===== src/rss_pkg.sv =====
// shared types and constants of the record stack with search
package rss_pkg;

	localparam int FieldW = 16;
	localparam int OutCountW = 7;

	// operation codes
	localparam logic [2:0] OP_PUSH = 3'd0;
	localparam logic [2:0] OP_POP  = 3'd1;
	localparam logic [2:0] OP_FIND = 3'd2;
	localparam logic [2:0] OP_SET  = 3'd3;
	localparam logic [2:0] OP_MIN  = 3'd4;

	// status codes
	localparam logic [1:0] ST_OK       = 2'd0;
	localparam logic [1:0] ST_EMPTY    = 2'd1;
	localparam logic [1:0] ST_NOTFOUND = 2'd2;
	localparam logic [1:0] ST_FULL     = 2'd3;

	typedef struct packed {
		logic [FieldW-1:0] id;
		logic [FieldW-1:0] diameter;
		logic [FieldW-1:0] capacity;
	} rec_t;

	// command to every cell of the chain
	typedef struct packed {
		logic push;      // take record from the neighbor above (toward top)
		logic shift_up;  // take record from the neighbor below (toward bottom)
	} cell_cmd_t;

endpackage


===== src/rss_cell.sv =====
// one stack slot: holds a record and moves it to either neighbor
module rss_cell (
	input  logic               clk,
	input  rss_pkg::cell_cmd_t cmd,
	input  rss_pkg::rec_t      above,
	input  rss_pkg::rec_t      below,
	output rss_pkg::rec_t      rec
);

	rss_pkg::rec_t rec_q;

	// slot register
	always_ff @(posedge clk) begin
		if (cmd.push) begin
			rec_q <= above;
		end else if (cmd.shift_up) begin
			rec_q <= below;
		end
	end

	assign rec = rec_q;

endmodule


===== config.mk =====
export PLATFORM = sky130hd
export DESIGN_NAME = rss_cell
export DESIGN_NICKNAME = d
export VERILOG_FILES = /design/src/rss_pkg.sv /design/src/rss_cell.sv
export SDC_FILE = /design/constraint.sdc
export NUM_CORES = 1
export LEC_CHECK = 0
export BUFFER_PORTS_ARGS = -buffer_cell sky130_fd_sc_hd__buf_2
export CORE_MARGIN = 1.5
export CORE_UTILIZATION = 45
export CTS_BUF_LIST = sky130_fd_sc_hd__clkbuf_8
export DETAILED_ROUTE_END_ITERATION = 10
export PLACE_DENSITY = 0.85
export SYNTH_ARGS = -nofsm -noshare
export SYNTH_HDL_FRONTEND = slang
export SYNTH_SLANG_ARGS = --single-unit

===== constraint.sdc =====
create_clock -name clk -period 3.5 [get_ports clk]
set_input_delay 0.525 -clock clk [delete_from_list [all_inputs] [get_ports clk]]
set_output_delay 0.525 -clock clk [all_outputs]
set_load 0.03 [all_outputs]

==> metrics.md <==
| Metric | Value |
|---|---|
| Number of DRC markers in iteration 0 | `84` |
| Worst setup margin | `1.913 ns` |
| Remaining global-route overflow | `0` |
| VDD IR max | `0.2749 mV` |
| F_max | `630.2 MHz` |
| Crit path kind | `primary input to flop` |
| DR vias/cell | `4.865` |
| GPL Wtd Cong | `0.6890` |
| Synth Instances | `102` |
| Max FFs per register | `48` |
| Final period util | `45.34%` |
| Antenna Nets Post-Route | `0` |
| Setup tns final | `0 ns` |
| Diode count | `0` |
| Pre-antenna DRT Iters | `4` |
| Yosys reg bits | `48` |
| Req. time, crit path | `3.41 ns` |
| Worst Path Buf+Inv | `1` |
| Post-CTS Setup Bufs | `0` |
| Multi-input gate area | `580.6 um2` |
| Area Growth Syn to Fin | `41.83%` |
| IO Count | `147` |
| Final setup viols | `0` |
| Slew margin rel. | `27.99%` |
| DP Wirelength | `3.467 mm` |
| Clk sinks | `48` |
| Syn Nets | `201` |
| Worst-path cell chain | `buf_2, or2_2` |
| DIE WIDTH | `70.78 um` |
| CTS tree | `done` |
| Status | `completed` |
| Clk Tree Root Cell | `clkbuf_8` |
| Vias in the first global route | `1,480` |
| Synth Warn # | `0` |
| Setup crit start kind | `primary input` |
| DP Area | `2825 um2` |
| Crit. End Element | `flop` |
| Wirelength per Cell | `15.00 um` |
| Min-delay worst type | `primary input to flop` |
| Filler Cell Count | `327` |
| Initial antenna violation count | `0` |
| Int Pwr | `1037 uW` |
| Total of max-cap violations | `0` |
| CP top delay family | `simple AND/OR/NAND/NOR gates` |
| Max incr delay on CP | `0.83 ns` |
| Hold_buf cts | `0` |
| GRT Util Overall | `18.31%` |
| Clk pwr share | `26.7%` |
| Worst Max-Slew Pin Slew | `1.080 ns` |
| Num CTS Buffers | `5` |
| Power density over the cells | `485.0 nW/um2` |
| Minimum clock period after layout | `1.587 ns` |
| Die Span Y | `70.78 um` |
| Hold Violations, Final | `0` |
| Num rows | `24` |
| Final #Nets | `350` |
| Initial core utilization | `47.15%` |
| Synth cell types | `6` |
| CTS-repair resized insts | `0` |
| Max Root-Sink Buffers | `2` |
| Area of the mapped netlist | `2067 um2` |
| Slowest cell on the critical path | `or2_2` |
| Largest net degree at the start of global routing | `49` |
| Sequential power share | `50.7%` |
| CP max FO | `48` |
| # DRC | `0` |
| Sw power | `384.8 uW` |
| Total power draw | `1422 uW` |
| First-pass GRT wire length | `6.893 mm` |
| CP arrival | `1.50 ns` |
| H-tree levels | `2` |
| Core area | `4384 um2` |
| Unrepaired setup endpoints after global routing | `no` |
| Sw Ratio | `27.06%` |
| Dpl ws | `1.564 ns` |
| Worst-path clk slew | `0.09 ns` |
| Via Count | `1,479` |
| Final non-filler cell area | `2932 um2` |
| Share of post-route cells with drive strength above 1 | `80.16%` |
| Mean Syn Cell Area | `20.26 um2` |
| Detailed-route wire length | `4.559 mm` |
| Register Area | `1441 um2` |
| Die area | `5009 um2` |
| Combinational share of power | `22.6%` |
| Static Leakage | `0.001351 uW` |
| Seq/Total Area, Yosys | `69.73%` |
| Buffers on Ports | `146` |
| Final Max Tran Viols | `0` |
[metal layers]
layer	global-route usage (%)	up-vias	wire (um)
li1	-	695	-
met1	20.85	677	1661
met2	31.67	103	2344
met3	7.265	4	502
met4	5.870	0	51
met5	0	-	0
[cell type report]
| cell class | count | share of cell area, % |
|---|---|---|
| Sequential cell | 48 | 49.17 |
| Clock inverter | 3 | 1.280 |
| Tap cell | 52 | 2.219 |
| Timing Repair Buffer | 147 | 25.18 |
| Clock buffer | 5 | 2.347 |
| Multi-Input combinational cell | 49 | 19.80 |
[cells in the mapped netlist (all sizes together)]
library cell	number	area [um2]
mux2	48	574.3
or2	1	6.260
buf	5	45.04
edfxtp	48	1441
[cell families after synthesis]
kind of cell | count (synthesis) | synth area share (%)
flip-flops | 48 | 69.73
buffers and inverters | 5 | 2.179
multiplexers | 48 | 27.78
AND/OR/NAND/NOR | 1 | 0.3029
[power groups by stage]
stage / registers, uW / clock network, uW / logic [uW]
5_1_grt: 726 / 418 / 340
2_1_floorplan: 868 / 0 / 70.8
6_report: 721 / 380 / 321
4_1_cts: 722 / 390 / 326
3_5_place_dp: 734 / 0 / 326
3_3_place_gp: 731 / 0 / 320
[through the flow]
step                instances  util, %  hold WS, ns
detailed placement        296    64.44       0.8302
global placement          296    64.44       0.8250
finish                    304    66.87       0.5249
global route              304    66.87       0.5008
CTS                       304    66.87       0.5159
floorplan                 102        -       0.7425
[cell usage in the layout (no fill, tap or decap)]
master	n
clkinv_1	2
bufinv_16	1
edfxtp_1	48
mux2_4	9
clkbuf_8	5
mux2_2	39
buf_2	146
buf_4	1
or2_2	1
[path summary, 6_finish.rpt]
check                  from       to  slack, ns  depth (start not counted)
setup / recovery     cmd[1]  rec[13]       1.91                          2
hold / removal    below[26]  rec[26]       0.52                          2
Power figures use the tool's default switching activity.
